[config.mk]
export PLATFORM = sky130hd
export DESIGN_NAME = csm_back
export DESIGN_NICKNAME = d
export VERILOG_FILES = /design/src/hw/rtl/csm_pkg.sv /design/src/hw/rtl/csm_back.sv
export SDC_FILE = /design/constraint.sdc
export NUM_CORES = 1
export LEC_CHECK = 0
export ABC_CLOCK_PERIOD_IN_PS = 2800
export BUFFER_PORTS_ARGS = -buffer_cell sky130_fd_sc_hd__buf_2
export CORE_ASPECT_RATIO = 0.9
export CORE_UTILIZATION = 45
export CTS_CLUSTER_SIZE = 30
export DETAILED_ROUTE_END_ITERATION = 10
export GPL_ROUTABILITY_DRIVEN = 0
export HOLD_SLACK_MARGIN = 0.05
export MAX_ROUTING_LAYER = met4
export PLACE_DENSITY = 0.64
export SLEW_MARGIN = 20
export SYNTH_ARGS = -nofsm -noshare
export SYNTH_HDL_FRONTEND = slang
export SYNTH_SLANG_ARGS = --single-unit
[constraint.sdc]
create_clock -name clk -period 2.8 [get_ports clk]
set_input_delay 0.42 -clock clk [delete_from_list [all_inputs] [get_ports clk]]
set_output_delay 0.42 -clock clk [all_outputs]
set_load 0.05 [all_outputs]
[src/hw/rtl/csm_pkg.sv]
// Shared types, constants and helper functions of the centered FIR smoother.
package csm_pkg;

  // Fixed geometry of the filter.
  localparam int MAX_TAPS  = 7;
  localparam int SAMPLE_W  = 16;
  localparam int COEF_W    = 16;
  localparam int TAP_W     = 3;
  localparam int CNT_W     = 3;
  localparam int CFG_IDX_W = 3;
  localparam int PROD_W    = SAMPLE_W + COEF_W;
  localparam int ACC_W     = PROD_W + 3;
  localparam int FRAC_BITS = 14;
  localparam int Q_W       = ACC_W - FRAC_BITS;

  // Output range and the mask that clears the LSB.
  localparam int SAT_MAX = 32767;
  localparam int SAT_MIN = -32768;
  localparam logic [SAMPLE_W-1:0] LSB_CLEAR = 16'hFFFE;

  // Configuration register indexes.
  localparam logic [CFG_IDX_W-1:0] REG_TAP_COUNT = 3'd0;

  // Reset values of the configuration registers.
  localparam logic [TAP_W-1:0]         TAP_COUNT_RESET = 3'd1;
  localparam logic signed [COEF_W-1:0] COEF0_RESET     = 16'sd16384;

  typedef logic signed [SAMPLE_W-1:0] sample_t;
  typedef logic signed [COEF_W-1:0]   coef_t;
  typedef logic signed [PROD_W-1:0]   prod_t;

  // One classified item: a value and how many times to send it.
  typedef struct packed {
    logic [SAMPLE_W-1:0] value;
    logic [CNT_W-1:0]    count;
    logic                fin;
    logic                short_blk;
  } job_t;

  // A job request from the front end into the queue.
  typedef struct packed {
    logic valid;
    job_t job;
  } push_t;

  // Effective tap count: zero acts as one, even values round down to odd.
  function automatic logic [TAP_W-1:0] eff_taps(input logic [TAP_W-1:0] tap);
    logic [TAP_W-1:0] t;
    t = tap;
    if (t == '0) begin
      t = TAP_W'(1);
    end else if (!t[0]) begin
      t = t - TAP_W'(1);
    end
    return t;
  endfunction

endpackage

[src/hw/rtl/csm_back.sv]
// Back end: job queue and the output register that sends each job's repeats.
module csm_back #(
  parameter int QUEUE_DEPTH = 4,
  localparam int OCC_W = $clog2(QUEUE_DEPTH + 1),
  localparam int PTR_W = $clog2(QUEUE_DEPTH)
) (
  input  logic                         clk,
  input  logic                         rst,
  input  csm_pkg::push_t               push,
  output logic [OCC_W-1:0]             occ,
  output logic                         m_tvalid,
  input  logic                         m_tready,
  output logic [csm_pkg::SAMPLE_W-1:0] m_tdata,
  output logic                         m_tlast,
  output logic                         m_tuser
);
  import csm_pkg::*;

  job_t             queue [QUEUE_DEPTH];
  logic [PTR_W-1:0] wr_ptr;
  logic [PTR_W-1:0] rd_ptr;
  logic             active;
  job_t             cur;
  logic             load;
  logic             pop;

  // A new job is taken when the output is empty or its last repeat leaves.
  assign load = !active || (m_tready && (cur.count == CNT_W'(1)));
  assign pop  = load && (occ != '0);

  always_ff @(posedge clk) begin
    if (push.valid) begin
      queue[wr_ptr] <= push.job;
    end
  end

  // Queue pointers and fill level.
  always_ff @(posedge clk) begin
    if (rst) begin
      wr_ptr <= '0;
      rd_ptr <= '0;
      occ    <= '0;
      active <= 1'b0;
    end else begin
      if (push.valid) begin
        wr_ptr <= (wr_ptr == PTR_W'(QUEUE_DEPTH - 1)) ? '0 : wr_ptr + PTR_W'(1);
      end
      if (pop) begin
        rd_ptr <= (rd_ptr == PTR_W'(QUEUE_DEPTH - 1)) ? '0 : rd_ptr + PTR_W'(1);
      end
      unique case ({push.valid, pop})
        2'b10:   occ <= occ + OCC_W'(1);
        2'b01:   occ <= occ - OCC_W'(1);
        default: occ <= occ;
      endcase
      if (load) begin
        active <= (occ != '0);
      end
    end
  end

  // Current job: loaded from the queue, counted down per accepted result.
  always_ff @(posedge clk) begin
    if (pop) begin
      cur <= queue[rd_ptr];
    end else if (m_tvalid && m_tready) begin
      cur.count <= cur.count - CNT_W'(1);
    end
  end

  assign m_tvalid = active;
  assign m_tdata  = cur.value;
  assign m_tlast  = cur.fin && (cur.count == CNT_W'(1));
  assign m_tuser  = cur.short_blk;

endmodule

==> results.json, run 1 <==
{
  "outcome": "complete, no violations",
  "worst_clock_skew_ps": 9.59,
  "place_hpwl_mm": 3.96,
  "worst_ep_required_time_ps": 3240,
  "yosysUniqueCellTypes": 30,
  "pre_cts_slack_ps": 571,
  "cts.root.buffer_cell": "clkbuf_8",
  "postSynthRegisterBits": 115,
  "synth_top_family_by_area": "multiplexers",
  "crit_arrival_ps": 2630,
  "place.port_buffers": 46,
  "design.final.nets": 297,
  "rows": 34,
  "mostFrequentLayoutCells": "edfxtp_1, buf_2, clkbuf_16, mux4_2",
  "cts-root-to-sink-buffers": 2,
  "global_route_wire_length_before_repair_mm": 10.1,
  "h_tree_levels": 4,
  "die_width_um": 107,
  "syn_inst": 211,
  "cts_buffer_count": 17,
  "most_common_cell_after_layout_fill_and_taps_aside": "edfxtp_1",
  "sum_of_negative_setup_slack_ps": 0,
  "synth_simple_gate_area_share_pct": 2.79,
  "finalInstanceArea_sq_mm": 0.00532,
  "yosys_warnings": 0,
  "type_of_the_setup_path_with_the_least_slack": "flip-flop to flip-flop",
  "layout_min_cycle_time_ps": 2200,
  "fmaxAchievable_mhz": 455,
  "finalHoldViolations": 0,
  "overflow_left_after_global_routing": 0,
  "layout-drive-gt1-share_pct": 37.0,
  "cp_cell_sequence": "inv_1, ha_1, nand3b_4, a21oi_4, ha_1, inv_1, fa_1, xor2_1, or3_1, a21oi_1",
  "path_max_fanout": 2,
  "seq_area_frac_synth_pct": 75.5,
  "track_usage_pct": 14.8,
  "min_from": "push[16]",
  "post_cts_resize_count": 0,
  "initialDrtViolationCount": 77,
  "ant_nets": 0,
  "cts.clk_slew.worst_paths_ps": 60,
  "dr_total_vias": 1975,
  "timing.reg2reg.worst_path_depth": 10,
  "slew_headroom_pct": 61.8,
  "post-route-period-util_pct": 78.5,
  "setup_viol_count_final": 0,
  "synth_nets": 245,
  "drv.max_cap_violation_count": 0,
  "grt_setup_unrepaired": "no",
  "worst_slack_ps": 603,
  "floorplan.io_pins": 47,
  "worst-r2r-setup-slack_ps": 600,
  "muxShareOfSynthArea_pct": 13.0,
  "syn_area_sq_mm": 0.00444,
  "areaGrowthSynthToFinish_pct": 19.6,
  "capture_point_of_the_worst_reg_to_reg_path": "occ[2]$_SDFFE_PP0P_",
  "cts-hold-fix-buffers": 0,
  "num-fill-cells": 744,
  "tritoncts": "yes",
  "design.core.area_sq_mm": 0.00961,
  "first_global_vias": 1915,
  "hold_depth": 1,
  "critical_path.reg2reg.startpoint": "cur[3]$_DFFE_PP_",
  "antenna_violations_before_repair": 0,
  "crit_path_top_delay_cell": "fa_1",
  "slew_violations": 0,
  "hold_ws_ps": 126,
  "insertion_delay_ps": 510,
  "floorplan.die_area_sq_mm": 0.0103,
  "antenna-diode-count": 0,
  "synthAdderAreaFrac_pct": 2.70,
  "placedInstanceArea_sq_mm": 0.00473,
  "power_density_mw_per_mm2": 1160,
  "finalWirelength_mm": 6.73,
  "grt_start_max_net_pins": 24,
  "crit_path_end_kind": "flip-flop",
  "critPathLaunchType": "flip-flop",
  "timing.hold.worst.class": "primary input to flip-flop",
  "netlist.top_cell.by_area": "edfxtp_1",
  "pre_repair_dr_iteration_count": 4,
  "floorplan.initialDensity_pct": 46.2,
  "avgRoutedWirePerCell_um": 16.7,
  "cts_sinks": 115,
  "synth_top_cell_area_share_pct": 70.9,
  "synthXorXnorAreaFrac_pct": 0.591,
  "detail_route.vias_per_cell": 4.91,
  "vdd_ir_drop_max_mv": 0.530,
  "synth_area_per_cell_sq_um": 21.1,
  "whs_endpoint": "queue[2][16]$_DFFE_PP_",
  "seqCellArea_sq_mm": 0.00335,
  "die_height_um": 96.3,
  "post_cts.repair.setup_buffers": 0,
  "ys_top_cells_by_area": "edfxtp_1, mux4_2, dfxtp_1",
  "worst_path_largest_cell_delay_ps": 370,
  "timing_worst_slew_pin_value_ps": 572,
  "fraction_of_the_mapped_netlist_area_in_compound_gates_pct": 0.929,
  "drc": 0,
  "power_leakage_nw": 1.93,
  "multi_input_comb_area_sq_um": 888
}
## worst max path at each step
stage	start	endpoint	slack (ps)	cells after the start
after CTS	cur[3]$_DFFE_PP_	occ[2]$_SDFFE_PP0P_	570	10
after global routing	cur[3]$_DFFE_PP_	occ[2]$_SDFFE_PP0P_	460	10
after global placement	cur[3]$_DFFE_PP_	occ[2]$_SDFFE_PP0P_	680	10
final	cur[3]$_DFFE_PP_	occ[2]$_SDFFE_PP0P_	600	10
after floorplan	occ[0]$_SDFFE_PP0P_	occ[2]$_SDFFE_PP0P_	130	8
after detailed placement	cur[3]$_DFFE_PP_	occ[2]$_SDFFE_PP0P_	570	10
## state kept, by name (all words and copies together), names as in the netlist, named ones only
name,flops
cur,4
m_tdata,16
m_tuser,1
m_tvalid,1
occ,3
queue,84
rd_ptr,2
wr_ptr,2
## layer usage
| layer | up-vias | GRT usage (%) | wire length, um |
|---|---|---|---|
| met2 | 44 | 22.9 | 3410 |
| li1 | 924 | - | - |
| met3 | 13 | 6.50 | 307 |
| met5 | - | - | 0 |
| met4 | 0 | 6.96 | 107 |
| met1 | 994 | 16.6 | 2910 |
## cell type report
cell class | count | share of cell area, %
Sequential cell | 115 | 63.1
Multi-Input combinational cell | 65 | 16.7
Clock buffer | 21 | 8.07
Timing Repair Buffer | 54 | 5.46
Clock inverter | 11 | 3.01
Tap cell | 126 | 2.97
Inverter | 10 | 0.706
## cells in the mapped netlist (all sizes together)
cell type,number
clkbuf,1
nand3b,1
dfxtp,10
nor2,5
nor2b,1
mux2,3
nand2,1
buf,20
inv,10
o21ai,1
mux2i,4
fa,1
nor3b,1
and2,4
edfxtp,105
ha,8
nand2b,2
and3b,1
or3,1
mux4,21
xor2,3
a21oi,5
nor3,2
## power by group
part	internal (mW)	switching, mW	total (mW)
sequential	2.26	0.124	2.38
clock	1.43	0.686	2.12
combinational	0.591	1.10	1.69
## cell families (layout without fill, tap and decap cells)
| group | Yosys count | after routing |
|---|---|---|
| and+or+nand+nor | 19 | 19 |
| AOI/OAI and AO/OA | 6 | 6 |
| buffers and inverters | 31 | 96 |
| DFF | 115 | 115 |
| xor gates and xnor gates | 3 | 3 |
| muxes | 28 | 28 |
| adders and majority gates | 9 | 9 |
## critical path: cells and delay by family, from the launching register on
family,cells,cell delay (ps)
buffers and inverters,2,140
flip-flops,1,350
adder cells (fa/ha/maj),3,760
AO/OA/AOI/OAI,2,320
XOR/XNOR,1,160
AND/OR/NAND/NOR,2,410
## per-stage QoR
| stage | power (mW) | instances | util, % |
|---|---|---|---|
| floorplan | 3.91 | 211 | - |
| global placement | 4.12 | 370 | 49.2 |
| detailed placement | 4.13 | 370 | 49.2 |
| CTS | 6.27 | 402 | 55.3 |
| global route | 6.48 | 402 | 55.3 |
| finish | 6.19 | 402 | 55.3 |
Note: power is estimated with default switching activity, not from simulation.
==> run 2, diff against run 1 <==
- ABC_CLOCK_PERIOD_IN_PS: 2800 -> 1850
- PLACE_DENSITY: 0.64 -> 0.66
- clock period: 2.8 -> 1.85 ns (I/O delays scaled with it)
==> run 2 against run 1 <==
Net effect: the flow now finishes with violations (negative setup slack); final cell count increased by 7.7%; utilization increased by 3.1 points; clock skew fell by 1.4 ps; hold slack improved by 25 ps; critical path depth unchanged.
==> results.json, run 2 (synthesis gave the netlist of run 1 again) <==
{
  "layout-drive-gt1-share_pct": 41.0,
  "power.net_switching_mw": 3.12,
  "grt_start_max_net_pins": 24,
  "cts-root-to-sink-buffers": 2,
  "insertion_delay_ps": 500,
  "die_height_um": 96.3,
  "crit_arrival_ps": 2440,
  "most_common_cell_after_layout_fill_and_taps_aside": "edfxtp_1",
  "die_width_um": 107,
  "mostFrequentLayoutCells": "edfxtp_1, buf_2, dlygate4sd3_1, clkbuf_16",
  "place.port_buffers": 46,
  "violations": "negative setup slack",
  "antenna_violations_before_repair": 0,
  "drc": 0,
  "comb_power_share_pct": 30.1,
  "overflow_left_after_global_routing": 0,
  "areaGrowthSynthToFinish_pct": 26.4,
  "finalHoldViolations": 0,
  "floorplan.die_area_sq_mm": 0.0103,
  "setup_viol_count_final": 1,
  "finalWirelength_mm": 7.09,
  "switch_share_pct": 33.6,
  "outcome": "finished with violations",
  "hold_ws_ps": 151,
  "clock_power_share_pct": 30.9,
  "h_tree_levels": 4,
  "post-route-period-util_pct": 109,
  "worst_ep_required_time_ps": 2280,
  "placedInstanceArea_sq_mm": 0.00483,
  "worst_slack_ps": -162,
  "critical_path.reg2reg.startpoint": "cur[3]$_DFFE_PP_",
  "global_route_wire_length_before_repair_mm": 10.9,
  "final_core_util_pct": 58.4,
  "cts.clk_slew.worst_paths_ps": 60,
  "place_hpwl_mm": 4.49,
  "drv.max_cap_violation_count": 0,
  "track_usage_pct": 15.4,
  "timing.hold.worst.class": "primary input to flip-flop",
  "slew_headroom_pct": 70.6,
  "power_density_mw_per_mm2": 1650,
  "timing_worst_slew_pin_value_ps": 440,
  "min_from": "m_tready",
  "antenna-diode-count": 0,
  "dpl.cell_count": 378,
  "first_global_vias": 2151,
  "cts.root.buffer_cell": "clkbuf_8",
  "cts_sinks": 115,
  "path_max_fanout": 2,
  "crit_start": "cur[3]$_DFFE_PP_",
  "pre_cts_slack_ps": -218,
  "multi_input_comb_area_sq_um": 926,
  "final_cells": 433,
  "pre_repair_dr_iteration_count": 4,
  "cts_buffer_count": 17,
  "vdd_ir_drop_max_mv": 0.725,
  "avgRoutedWirePerCell_um": 16.4,
  "slew_violations": 0,
  "initialDrtViolationCount": 76,
  "design.final.nets": 328,
  "critPathLaunchType": "flip-flop",
  "crit_path_end_kind": "flip-flop",
  "floorplan.io_pins": 47,
  "fmaxAchievable_mhz": 497,
  "design.core.area_sq_mm": 0.00961,
  "finalInstanceArea_sq_mm": 0.00562,
  "power.share.sequential_pct": 39.0,
  "p_total_mw": 9.29,
  "internal_power_mw": 6.17,
  "power_leakage_nw": 2.03,
  "grt_setup_unrepaired": "yes",
  "type_of_the_setup_path_with_the_least_slack": "flip-flop to flip-flop",
  "num-fill-cells": 724,
  "worst_clock_skew_ps": 8.14,
  "floorplan.initialDensity_pct": 46.2,
  "detail_route.vias_per_cell": 4.90,
  "dr_total_vias": 2123,
  "ant_nets": 0,
  "largest-register": "queue",
  "tritoncts": "yes",
  "rows": 34,
  "seqCellArea_sq_mm": 0.00336,
  "layout_min_cycle_time_ps": 2010,
  "largest_reg_flops": 84,
  "sum_of_negative_setup_slack_ps": -162
}
[run 2: final cells by class]
| cell class | instances | share of cell area (%) |
|---|---|---|
| Sequential cell | 115 | 59.8 |
| Multi-Input combinational cell | 65 | 16.5 |
| Timing Repair Buffer | 85 | 10.7 |
| Clock buffer | 17 | 7.37 |
| Tap cell | 126 | 2.81 |
| Clock inverter | 15 | 2.18 |
| Inverter | 10 | 0.668 |
[run 2: repair_timing]
item                                    CTS  global route
hold buffers                             22             0
resized for setup                         2             3
buffers inserted                          2             1
pin swaps                                 2             1
hold endpoints to repair                 86             0
endpoints found under the setup margin    5             4
gates cloned                              0             0
[run 2: final timing paths]
kind                                              end  slack [ps]  cells past startpoint
worst max-delay path              occ[2]$_SDFFE_PP0P_        -160                     10
worst min-delay path            m_tvalid$_SDFFE_PP0P_         150                      4
worst max register to register    occ[2]$_SDFFE_PP0P_        -160                     10
worst min register to register              flip-flop         510                      2
[run 2: power by group through the flow]
| stage | Clock (mW) | Combinational [mW] | Sequential (mW) |
|---|---|---|---|
| 6_report | 2.87 | 2.80 | 3.62 |
| 5_1_grt | 3.04 | 3.01 | 3.66 |
| 4_1_cts | 2.93 | 2.79 | 3.63 |
| 3_5_place_dp | 0 | 2.72 | 3.67 |
| 3_3_place_gp | 0 | 2.70 | 3.66 |
| 2_1_floorplan | 0 | 2.18 | 3.79 |
[run 2: worst max-delay path, stage by stage (launching register included)]
cell and delay [ps]:
edfxtp_1 380, inv_2 80, ha_4 140, nand3b_4 80
a21oi_4 150, ha_4 150, inv_2 40, fa_2 320
xor2_1 150, or3_1 320, a21oi_2 120
[run 2: layer usage]
metal / vias to the layer above / part of all wire [%] / wire, um / track usage (%)
li1: 988 / - / - / -
met1: 1086 / 42 / 3000 / 17.2
met2: 44 / 54 / 3830 / 26.7
met3: 5 / 3.0 / 213 / 4.54
met4: 0 / 0.68 / 48 / 5.59
met5: - / 0 / 0 / -
